## config.mk

```make
export PLATFORM = sky130hd
export DESIGN_NAME = sorted_key_set
export DESIGN_NICKNAME = d
export VERILOG_FILES = /design/src/hw/rtl/sks_pkg.sv /design/src/hw/rtl/sorted_key_set.sv
export SDC_FILE = /design/constraint.sdc
export NUM_CORES = 1
export LEC_CHECK = 0
export BUFFER_PORTS_ARGS = -buffer_cell sky130_fd_sc_hd__buf_2
export CORE_AREA = 2 2 302 304
export CTS_CLUSTER_DIAMETER = 30
export DETAILED_ROUTE_END_ITERATION = 16
export DIE_AREA = 0 0 304 306
export GPL_TIMING_DRIVEN = 1
export PLACE_DENSITY = 0.71
export SETUP_SLACK_MARGIN = 0.5
export SYNTH_ARGS = -nofsm -noshare
export SYNTH_HDL_FRONTEND = slang
export SYNTH_SLANG_ARGS = --single-unit
```

## constraint.sdc

```tcl
create_clock -name aclk -period 13.5 [get_ports aclk]
set_clock_uncertainty 0.2 [all_clocks]
set_input_delay 1.35 -clock aclk [delete_from_list [all_inputs] [get_ports aclk]]
set_output_delay 1.35 -clock aclk [all_outputs]
set_load 0.1 [all_outputs]
```

## src/hw/rtl/sks_pkg.sv

```systemverilog
`default_nettype none

package sks_pkg;

    localparam int SET_DEPTH = 16;
    localparam int IDX_W     = (SET_DEPTH > 1) ? $clog2(SET_DEPTH) : 1;
    localparam int CNT_W     = $clog2(SET_DEPTH + 1);
    localparam int CAP_W     = 5;
    localparam int CMP_W     = (CNT_W > CAP_W) ? CNT_W : CAP_W;
    localparam int ID_W      = 32;
    localparam int MAJOR_W   = 16;
    localparam int KEY_W     = ID_W + MAJOR_W;
    localparam int M_TDATA_W = 8;
    localparam int M_TUSER_W = 3;

    localparam logic [CAP_W-1:0] CAP_RESET = CAP_W'(16);

    typedef enum logic [1:0] {
        OP_OPEN     = 2'd0,
        OP_INSERT   = 2'd1,
        OP_CONTAINS = 2'd2,
        OP_CLOSE    = 2'd3
    } opcode_t;

    typedef enum logic [1:0] {
        ST_OK      = 2'd0,
        ST_INVALID = 2'd1,
        ST_DUP     = 2'd2,
        ST_FULL    = 2'd3
    } status_t;

endpackage

`default_nettype wire

```

## src/hw/rtl/sorted_key_set.sv

```systemverilog
// Sorted key set: (id, major) keys kept in ascending order in a single-port-write RAM.
// Open, close, a bad key, a closed set or an empty set go from idle straight to the done
// state. Insert/contains scan one entry a cycle (up to entries_held entries); an insert
// then shifts one entry a cycle down to its slot and places it. The done state raises
// m_tvalid once the result channel is free. One request at a time.
// Synchronous active-low reset empties and closes the set, capacity_limit 16; RAM kept.
`default_nettype none

module sorted_key_set (
    input  wire                      aclk,
    input  wire                      aresetn,
    // request channel
    input  wire                      s_tvalid,
    output logic                     s_tready,
    input  wire [sks_pkg::KEY_W-1:0] s_tdata,   // [31:0] key_id, [47:32] key_major
    input  wire [1:0]                s_tuser,   // [1:0] opcode
    // result channel
    output logic                         m_tvalid,
    input  wire                          m_tready,
    output logic [sks_pkg::M_TDATA_W-1:0] m_tdata, // [4:0] entries_held, [7:5] zero
    output logic [sks_pkg::M_TUSER_W-1:0] m_tuser, // [1:0] status, [2] present
    // capacity_limit write channel
    input  wire                      cfg_valid,
    output logic                     cfg_ready,
    input  wire [sks_pkg::CAP_W-1:0] cfg_data
);
    import sks_pkg::*;

    typedef enum logic [2:0] {
        S_IDLE,
        S_SCAN,
        S_SHIFT,
        S_PLACE,
        S_DONE
    } state_t;

    // key store: {id, major} so a plain compare gives lexicographic order
    logic [KEY_W-1:0] key_mem [SET_DEPTH];
    logic [KEY_W-1:0] rd_data_reg;
    logic             mem_we;
    logic [IDX_W-1:0] mem_waddr;
    logic [IDX_W-1:0] mem_raddr;
    logic [KEY_W-1:0] mem_wdata;

    // control
    state_t           state_reg, state_next;
    logic [CNT_W-1:0] count_reg, count_next;
    logic             open_reg, open_next;
    logic [CAP_W-1:0] cap_reg, cap_next;
    logic             m_tvalid_reg, m_tvalid_next;

    // request and result payload
    opcode_t          op_reg, op_next;
    logic [KEY_W-1:0] key_reg, key_next;
    logic [CNT_W-1:0] pos_reg, pos_next;
    logic [IDX_W-1:0] idx_reg, idx_next;
    status_t          res_status_reg, res_status_next;
    logic             res_present_reg, res_present_next;
    status_t          m_status_reg, m_status_next;
    logic             m_present_reg, m_present_next;
    logic [CAP_W-1:0] m_held_reg, m_held_next;

    logic [KEY_W-1:0] in_key;
    opcode_t          in_op;
    logic             in_valid_key;
    logic             set_full;
    logic [CNT_W-1:0] pos_inc;
    logic [CNT_W-1:0] slot;
    logic             key_less;
    logic             key_equal;

    assign in_key       = {s_tdata[ID_W-1:0], s_tdata[KEY_W-1:ID_W]};
    assign in_op        = opcode_t'(s_tuser);
    assign in_valid_key = (s_tdata[ID_W-1:0] != '0) && (s_tdata[KEY_W-1:ID_W] != '0);

    // full against the lower of capacity_limit and the built depth
    assign set_full = (count_reg >= CNT_W'(SET_DEPTH)) ||
                      (CMP_W'(count_reg) >= CMP_W'(cap_reg));

    assign pos_inc   = CNT_W'(pos_reg + 1'b1);
    assign key_less  = rd_data_reg < key_reg;
    assign key_equal = rd_data_reg == key_reg;
    assign slot      = key_less ? pos_inc : pos_reg;

    assign s_tready  = (state_reg == S_IDLE);
    assign cfg_ready = 1'b1;
    assign m_tvalid  = m_tvalid_reg;
    assign m_tdata   = M_TDATA_W'(m_held_reg);
    assign m_tuser   = {m_present_reg, m_status_reg};

    always_comb begin
        state_next       = state_reg;
        count_next       = count_reg;
        open_next        = open_reg;
        cap_next         = cap_reg;
        m_tvalid_next    = m_tvalid_reg;
        op_next          = op_reg;
        key_next         = key_reg;
        pos_next         = pos_reg;
        idx_next         = idx_reg;
        res_status_next  = res_status_reg;
        res_present_next = res_present_reg;
        m_status_next    = m_status_reg;
        m_present_next   = m_present_reg;
        m_held_next      = m_held_reg;
        mem_we           = 1'b0;
        mem_waddr        = idx_reg;
        mem_wdata        = rd_data_reg;
        mem_raddr        = '0;

        if (cfg_valid) begin
            cap_next = cfg_data;
        end

        if (m_tvalid_reg && m_tready) begin
            m_tvalid_next = 1'b0;
        end

        case (state_reg)
            S_IDLE: begin
                if (s_tvalid) begin
                    op_next          = in_op;
                    key_next         = in_key;
                    pos_next         = '0;
                    res_status_next  = ST_OK;
                    res_present_next = 1'b0;
                    state_next       = S_DONE;
                    case (in_op)
                        OP_OPEN: begin
                            if (open_reg) begin
                                res_status_next = ST_DUP;
                            end else begin
                                count_next = '0;
                                open_next  = 1'b1;
                            end
                        end
                        OP_CLOSE: begin
                            count_next = '0;
                            open_next  = 1'b0;
                        end
                        default: begin
                            if (!open_reg || !in_valid_key) begin
                                res_status_next = ST_INVALID;
                            end else if (count_reg != '0) begin
                                // entry 0 is being read this cycle
                                state_next = S_SCAN;
                            end else if (in_op == OP_INSERT) begin
                                if (set_full) begin
                                    res_status_next = ST_FULL;
                                end else begin
                                    mem_we     = 1'b1;
                                    mem_waddr  = '0;
                                    mem_wdata  = in_key;
                                    count_next = CNT_W'(1);
                                end
                            end
                        end
                    endcase
                end
            end

            S_SCAN: begin
                if (key_less && (pos_inc != count_reg)) begin
                    pos_next  = pos_inc;
                    mem_raddr = pos_inc[IDX_W-1:0];
                end else begin
                    pos_next   = slot;
                    state_next = S_DONE;
                    if (op_reg == OP_CONTAINS) begin
                        res_present_next = key_equal;
                    end else if (key_equal) begin
                        res_status_next = ST_DUP;
                    end else if (set_full) begin
                        res_status_next = ST_FULL;
                    end else if (slot == count_reg) begin
                        // goes on the end, nothing to move
                        mem_we     = 1'b1;
                        mem_waddr  = slot[IDX_W-1:0];
                        mem_wdata  = key_reg;
                        count_next = CNT_W'(count_reg + 1'b1);
                    end else begin
                        idx_next   = count_reg[IDX_W-1:0];
                        mem_raddr  = IDX_W'(count_reg - 1'b1);
                        state_next = S_SHIFT;
                    end
                end
            end

            S_SHIFT: begin
                // move entry idx-1 up to idx, read the next one down
                mem_we    = 1'b1;
                mem_waddr = idx_reg;
                mem_wdata = rd_data_reg;
                if (IDX_W'(idx_reg - 1'b1) == pos_reg[IDX_W-1:0]) begin
                    state_next = S_PLACE;
                end else begin
                    idx_next  = IDX_W'(idx_reg - 1'b1);
                    mem_raddr = IDX_W'(idx_reg - 2'd2);
                end
            end

            S_PLACE: begin
                mem_we     = 1'b1;
                mem_waddr  = pos_reg[IDX_W-1:0];
                mem_wdata  = key_reg;
                count_next = CNT_W'(count_reg + 1'b1);
                state_next = S_DONE;
            end

            S_DONE: begin
                if (!m_tvalid_reg || m_tready) begin
                    m_tvalid_next  = 1'b1;
                    m_status_next  = res_status_reg;
                    m_present_next = res_present_reg;
                    m_held_next    = CAP_W'(count_reg);
                    state_next     = S_IDLE;
                end
            end

            default: begin
                state_next = S_IDLE;
            end
        endcase
    end

    always_ff @(posedge aclk) begin
        if (!aresetn) begin
            state_reg    <= S_IDLE;
            count_reg    <= '0;
            open_reg     <= 1'b0;
            cap_reg      <= CAP_RESET;
            m_tvalid_reg <= 1'b0;
        end else begin
            state_reg    <= state_next;
            count_reg    <= count_next;
            open_reg     <= open_next;
            cap_reg      <= cap_next;
            m_tvalid_reg <= m_tvalid_next;
        end
        op_reg          <= op_next;
        key_reg         <= key_next;
        pos_reg         <= pos_next;
        idx_reg         <= idx_next;
        res_status_reg  <= res_status_next;
        res_present_reg <= res_present_next;
        m_status_reg    <= m_status_next;
        m_present_reg   <= m_present_next;
        m_held_reg      <= m_held_next;
    end

    // key RAM, registered read
    always_ff @(posedge aclk) begin
        if (mem_we) begin
            key_mem[mem_waddr] <= mem_wdata;
        end
        rd_data_reg <= key_mem[mem_raddr];
    end

endmodule

`default_nettype wire

```

# Word-level counts from Yosys, hierarchy flattened
# Memory sizes are Yosys's and may differ from the RTL's. A register that Yosys moved wholly into a read port is not among the register bits.
# Index checks and enable logic that the tools add are counted.
[totals] n_memories=1 out_inout_bits=14 ram_bits=768 input_bits=60 wordCells=181 reg_bits=85
[mem_list] name="key_mem" depth=16 word_bits=48 rd=1 rd_ports_with_merged_regs=1 write_ports=1 line_no="sorted_key_set.sv:38" rtl="logic [KEY_W-1:0] key_mem [SET_DEPTH];"
[op_classes] addsub=5 n_reduce_logical=29 n_lt_le_gt_ge=3 n_mux=101 n_eq_ne=28
[op_table] cell="48-bit 2-to-1 mux" n=11
[op_table] cell="48-bit case mux with 3 select lines" n=1
[op_table] cell="4-bit 2-to-1 mux" n=23
[op_table] cell="5-bit 2-to-1 mux" n=14
[op_table] cell="48-bit == test" n=1
[op_table] cell="48-bit less-than comparator" n=1
[op_table] cell="3-bit 2-to-1 mux" n=11
[op_table] cell="32-bit nonzero test" n=1
[op_table] cell="2-bit inequality test (second input constant)" n=11
[op_table] cell="2-bit 2-to-1 mux" n=10
[op_table] cell="5-bit case mux with 2 select lines" n=2
[op_table] cell="1-bit 2-to-1 mux" n=19
[op_table] cell="4-bit case mux with 2 select lines" n=2
[op_table] cell="16-bit nonzero test" n=1
[op_table] cell="3-bit case mux with 5 select lines" n=1
[op_table] cell="5-bit case mux with 3 select lines" n=1
[op_table] cell="4-bit by 2-bit inequality test with 1-bit output (second input constant)" n=3
[op_table] cell="4-bit case mux with 3 select lines" n=1
[op_table] cell="12-bit AND reduction" n=1
[op_table] cell="5-bit by 1-bit adder with 5-bit output (second input constant)" n=2
[op_table] cell="2-bit case mux with 2 select lines" n=2
[op_table] cell="4-bit AND reduction" n=2
[op_table] cell="4-bit by 1-bit subtractor with 4-bit output (second input constant)" n=2
[op_table] cell="7-bit AND reduction" n=1
[op_table] cell="27 further kinds" n=42

# Longest topological paths before layout
[depth] ltp_word=11 mapped_depth=17 ltp_nobuf=12

# Worst setup path after synthesis
# No wires, ideal clock.
[synth_path] kind="flip-flop to flip-flop" startpoint="reg state_reg[2]" endpoint="mem key_mem[14][0] (netlist bit) (enable)" t_arrival_ns=5.935 required_ns=12.846 setup_slack_ns=6.911 stages_incl_launch_ff=11 setup_ns=0.454 path_buffers=2 synth_period_minus_slack_ns=6.589 path_cell_list="dfxtp_1 -> clkbuf_1 -> inv_1 -> nand3_1 -> inv_1 -> and2_0 -> clkbuf_1 -> a31oi_1 -> a21oi_1 -> or3b_1 -> nor2_1"
[synth_between] elab_cells_between_ends=9 classes_between="eq/ne (3); mux (4); reduce/logical (2)"
[synth_rtl] item="start, declared" line_no="sorted_key_set.sv:46" rtl="state_t state_reg, state_next;"
[synth_rtl] item="start signal, assigned" line_no="sorted_key_set.sv:234" rtl="state_reg <= state_next;"
[synth_rtl] item="3-bit logical NOT (*)"
[synth_rtl] item="net s_tready" line_no="sorted_key_set.sv:14" rtl="output logic s_tready,"
[synth_rtl] item="1-bit case mux with 3 select lines" line_no="sorted_key_set.sv:119" rtl="case (state_reg)"
[synth_rtl] item="1-bit 2-to-1 mux" line_no="sorted_key_set.sv:253" rtl="if (mem_we) begin"
[synth_rtl] item="1-bit 2-to-1 mux (implied by the code)" line_no="sorted_key_set.sv:254" rtl="key_mem[mem_waddr] <= mem_wdata;"
[synth_rtl] item="end, declared" line_no="sorted_key_set.sv:38"
# The timed path passes the listed nets; every way through them passes the cells marked *.

# Final worst setup path
[layout_path] startpoint="reg key_reg[47]" endpoint="mem key_mem[3][31] (netlist bit) (enable)"
[layout_between] elab_chain_len=11 elab_cells_between_ends=19 classes_between="order compare (1); eq/ne (2); mux (15); reduce/logical (1)"
[layout_rtl] item="start, declared" line_no="sorted_key_set.sv:54" rtl="logic [KEY_W-1:0] key_reg, key_next;"
[layout_rtl] item="start signal, assigned" line_no="sorted_key_set.sv:241" rtl="key_reg <= key_next;"
[layout_rtl] item="48-bit less-than comparator" line_no="sorted_key_set.sv:81" rtl="assign key_less = rd_data_reg < key_reg;"
[layout_rtl] item="5-bit 2-to-1 mux" line_no="sorted_key_set.sv:83" rtl="assign slot = key_less ? pos_inc : pos_reg;"
[layout_rtl] item="5-bit == test" line_no="sorted_key_set.sv:175" rtl="end else if (slot == count_reg) begin"
[layout_rtl] item="1-bit 2-to-1 mux" line_no="sorted_key_set.sv:175"
[layout_rtl] item="1-bit 2-to-1 mux" line_no="sorted_key_set.sv:173" rtl="end else if (set_full) begin"
[layout_rtl] item="1-bit 2-to-1 mux" line_no="sorted_key_set.sv:171" rtl="end else if (key_equal) begin"
[layout_rtl] item="1-bit 2-to-1 mux" line_no="sorted_key_set.sv:169" rtl="if (op_reg == OP_CONTAINS) begin"
[layout_rtl] item="1-bit 2-to-1 mux" line_no="sorted_key_set.sv:163" rtl="if (key_less && (pos_inc != count_reg)) begin"
[layout_rtl] item="1-bit case mux with 3 select lines" line_no="sorted_key_set.sv:119"
[layout_rtl] item="1-bit 2-to-1 mux" line_no="sorted_key_set.sv:253"
[layout_rtl] item="1-bit 2-to-1 mux (implied by the code)" line_no="sorted_key_set.sv:254"
# Parallel ways exist; a longest one is shown, timed or not.

==> results.toml <==
[critical_path]
path_delay_family = "simple AND/OR/NAND/NOR gates"
crit_fanout = 69
r2r_cells = 13
cp.required_ns = 13.66
critPathBufInv = 3
rrSetupSlack_ns = 6.49
worstReg2RegStart = "key_reg[47]"
r2r_end = "key_mem[3][31]"
end_kind = "register"
critPathLaunchType = "register"
max_stage_delay_ns = 0.95
critPathKind = "register to register"
crit_arrival_ns = 7.17
worstPathCellList = "inv_1 > ha_1 > nand4_2 > nor4b_2 > nand4_1 > nand3_1 > a21o_4 > buf_4 > a21oi_1 > o2bb2ai_1 > nand3_1 > nor2_4 > buf_4"
critPathSlowestCell = "nor2_4"

[placed_design]
numPortBuffers = 69
place.gp.congestion = 0.8772
dp.cells = 4176
hpwl_microns = 60420

[sta]
fmax_mhz = 142.6
hold_ws_ns = 0.2148
final.setup.tns_ns = 0
setup-violations-final = 0
final-max-slew-violation-count = 0
worstMarginPinSlew_ns = 1.477
fin_crit_ns = 7.012
finalCritPeriodShare_pct = 51.94
final_hold_viol_count = 0
max_slew_margin_pct = 1.164
rsz0062_at_grt = "no"

[clock_tree]
htree_levels = 4
clkTransAtPathRegs_ns = 0.04
cts_tree = "built"
clkLatencyLatePin_ns = 0.76
cts-resized-gates = 0
cts_buffers = 163
cts_sinks = 901
cts_setup_buffers = 0
root_buffer = "clkbuf_16"
ctsHoldBuffers = 0
clk_path_buf_depth = 3

[floorplan]
dieArea_sq_um = 93020
placementRows = 110
die_width_microns = 304
ios = 74
coreArea_sq_um = 89600
dieHeight_microns = 306
start_util_pct = 44.64

[min_path]
holdPathEnd = "m_status_reg[1]"
hold_path.class = "register to register"
min_from = "res_status_reg[1]"
min_delay_path_depth = 0

[logic_synthesis]
yosysSeqAreaShare_pct = 66.07
yosys.area.top_type_share_pct = 62.91
synth_top_cells_by_count = "838 x edfxtp_1, 431 x nand3_1, 303 x o21ai_0"
syn_area_sq_um = 40000
synth_top_area_cell = "edfxtp_1"
yosys-top-cells-area = "edfxtp_1 63%, nand3_1 5.4%, o21ai_0 3.8%, dfxtp_1 3.2%, nand4_1 2.5%"
async_reset_ff_share_pct = 0
syn_inst = 3128
postSynthAreaPerCell_sq_um = 12.79
yosysUniqueCellTypes = 84
synth_edf_count = 838
yosysMostFrequentCell = "edfxtp_1"
yosysWarnings = 0
synthFlopType = "edfxtp_1"
ys_seq_elements = 901

[pwr]
leakage_nw = 16.37
switchingPower_mw = 4.413
p_clk_share_pct = 34.0
ir_worst_vdd_mv = 0.1606
pwr-share-comb_pct = 31.4
switching_share_pct = 35.59
power_density_nw_per_um2 = 263.5
p_seq_share_pct = 34.6
p_int_mw = 7.987

[routing]
wl_microns = 112000
avgRoutedWirePerCell_microns = 24.99
viasPerCell = 6.316
drtIter0Drc = 3924
antenna_left = 0
drc = 0
first_pass_iters = 7
vias = 28315

[final_layout]
fin_cells = 4483
largest_reg_flops = 768
drive_above_1_share_pct = 16.03
fin_util_pct = 52.53
areaGrowthSynthToFinish_pct = 17.67
n_fill_cell = 7192
fin_nets = 3289

[global_routing]
grt_pass1_wl_microns = 168900
gr-total-overflow = 0
grt_util_all_layers_pct = 23.54
grt_pass1_vias = 27638
grt_start_max_net_pins = 108
antenna_found_initial = 2

[run]
maxCapViolations = 1

[status]
run_status = "finished with violations"
violations = "max-capacitance violations"
per-layer routing:
metal  GRT usage (%)  wire length, microns  up-vias
li1                -                     -    12429
met1           31.99                 45180    13971
met2           36.90                 52420     1669
met3           4.659                 10670      244
met4           10.26                  3753        2
met5               0                    10        -
power by group through the flow:
stage          clock [mW]  sequential [mW]  combinational, mW
2_1_floorplan           0             4.33               2.50
3_3_place_gp            0             4.33               3.72
3_5_place_dp            0             4.34               3.79
4_1_cts              4.24             4.29               3.83
5_1_grt              4.37             4.31               4.21
6_report             4.21             4.29               3.90
stage by stage:
stage	total power, mW	cell area, sq um	setup WS [ns]
2_1_floorplan	6.828	40000	6.911
4_1_cts	12.35	47040	6.652
6_report	12.40	47060	6.488
3_5_place_dp	8.131	41250	5.984
5_1_grt	12.89	47060	6.293
3_3_place_gp	8.052	41250	5.963
cells in the final DEF, fill, tap and decap left out, types with 48 or more instances in the layout:
master,netlist,final
a311o_1,48,48
ha_1,63,63
mux2_2,48,48
dfxtp_1,63,60
buf_2,74,69
clkbuf_16,0,164
a211oi_1,96,96
mux2i_1,52,52
nand3_1,431,431
buf_4,10,73
nand2_1,137,135
inv_1,68,68
edfxtp_1,838,838
a31oi_1,54,54
nand4_1,161,161
and3_1,50,50
a21oi_1,132,131
o21ai_0,303,303
o211ai_1,53,53
logic make-up after synthesis:
family,share of synthesized area (%)
buf+inv,4.014
fa+ha+maj,1.971
xor+xnor,0.5662
mux,2.653
other cells,0.01878
flops,66.07
simple gates,11.89
compound gates,12.82
layout make-up:
type / count / area [sq um] / share of cell area, %
Sequential cell: 901 / 26430 / 56.16
Multi-Input combinational cell: 1888 / 12220 / 25.96
Clock buffer: 194 / 4297 / 9.129
Clock inverter: 111 / 1491 / 3.169
Tap cell: 1176 / 1471 / 3.126
Timing Repair Buffer: 142 / 893.4 / 1.898
Inverter: 70 / 262.8 / 0.5583
Antenna cell: 1 / 2.502 / 0.005317
worst max-delay path by stage:
| stage | start | endpoint | cells after the start |
|---|---|---|---|
| 4_1_cts | key_reg[47] | key_mem[3][31] | 13 |
| 2_1_floorplan | state_reg[2] | key_mem[14][0] | 10 |
| 6_report | key_reg[47] | key_mem[3][31] | 13 |
| 3_3_place_gp | s_tdata[4] | key_mem[8][19] | 13 |
| 5_1_grt | key_reg[47] | key_mem[3][31] | 13 |
| 3_5_place_dp | s_tdata[5] | key_mem[8][19] | 13 |
Power figures use the tool's default switching activity.
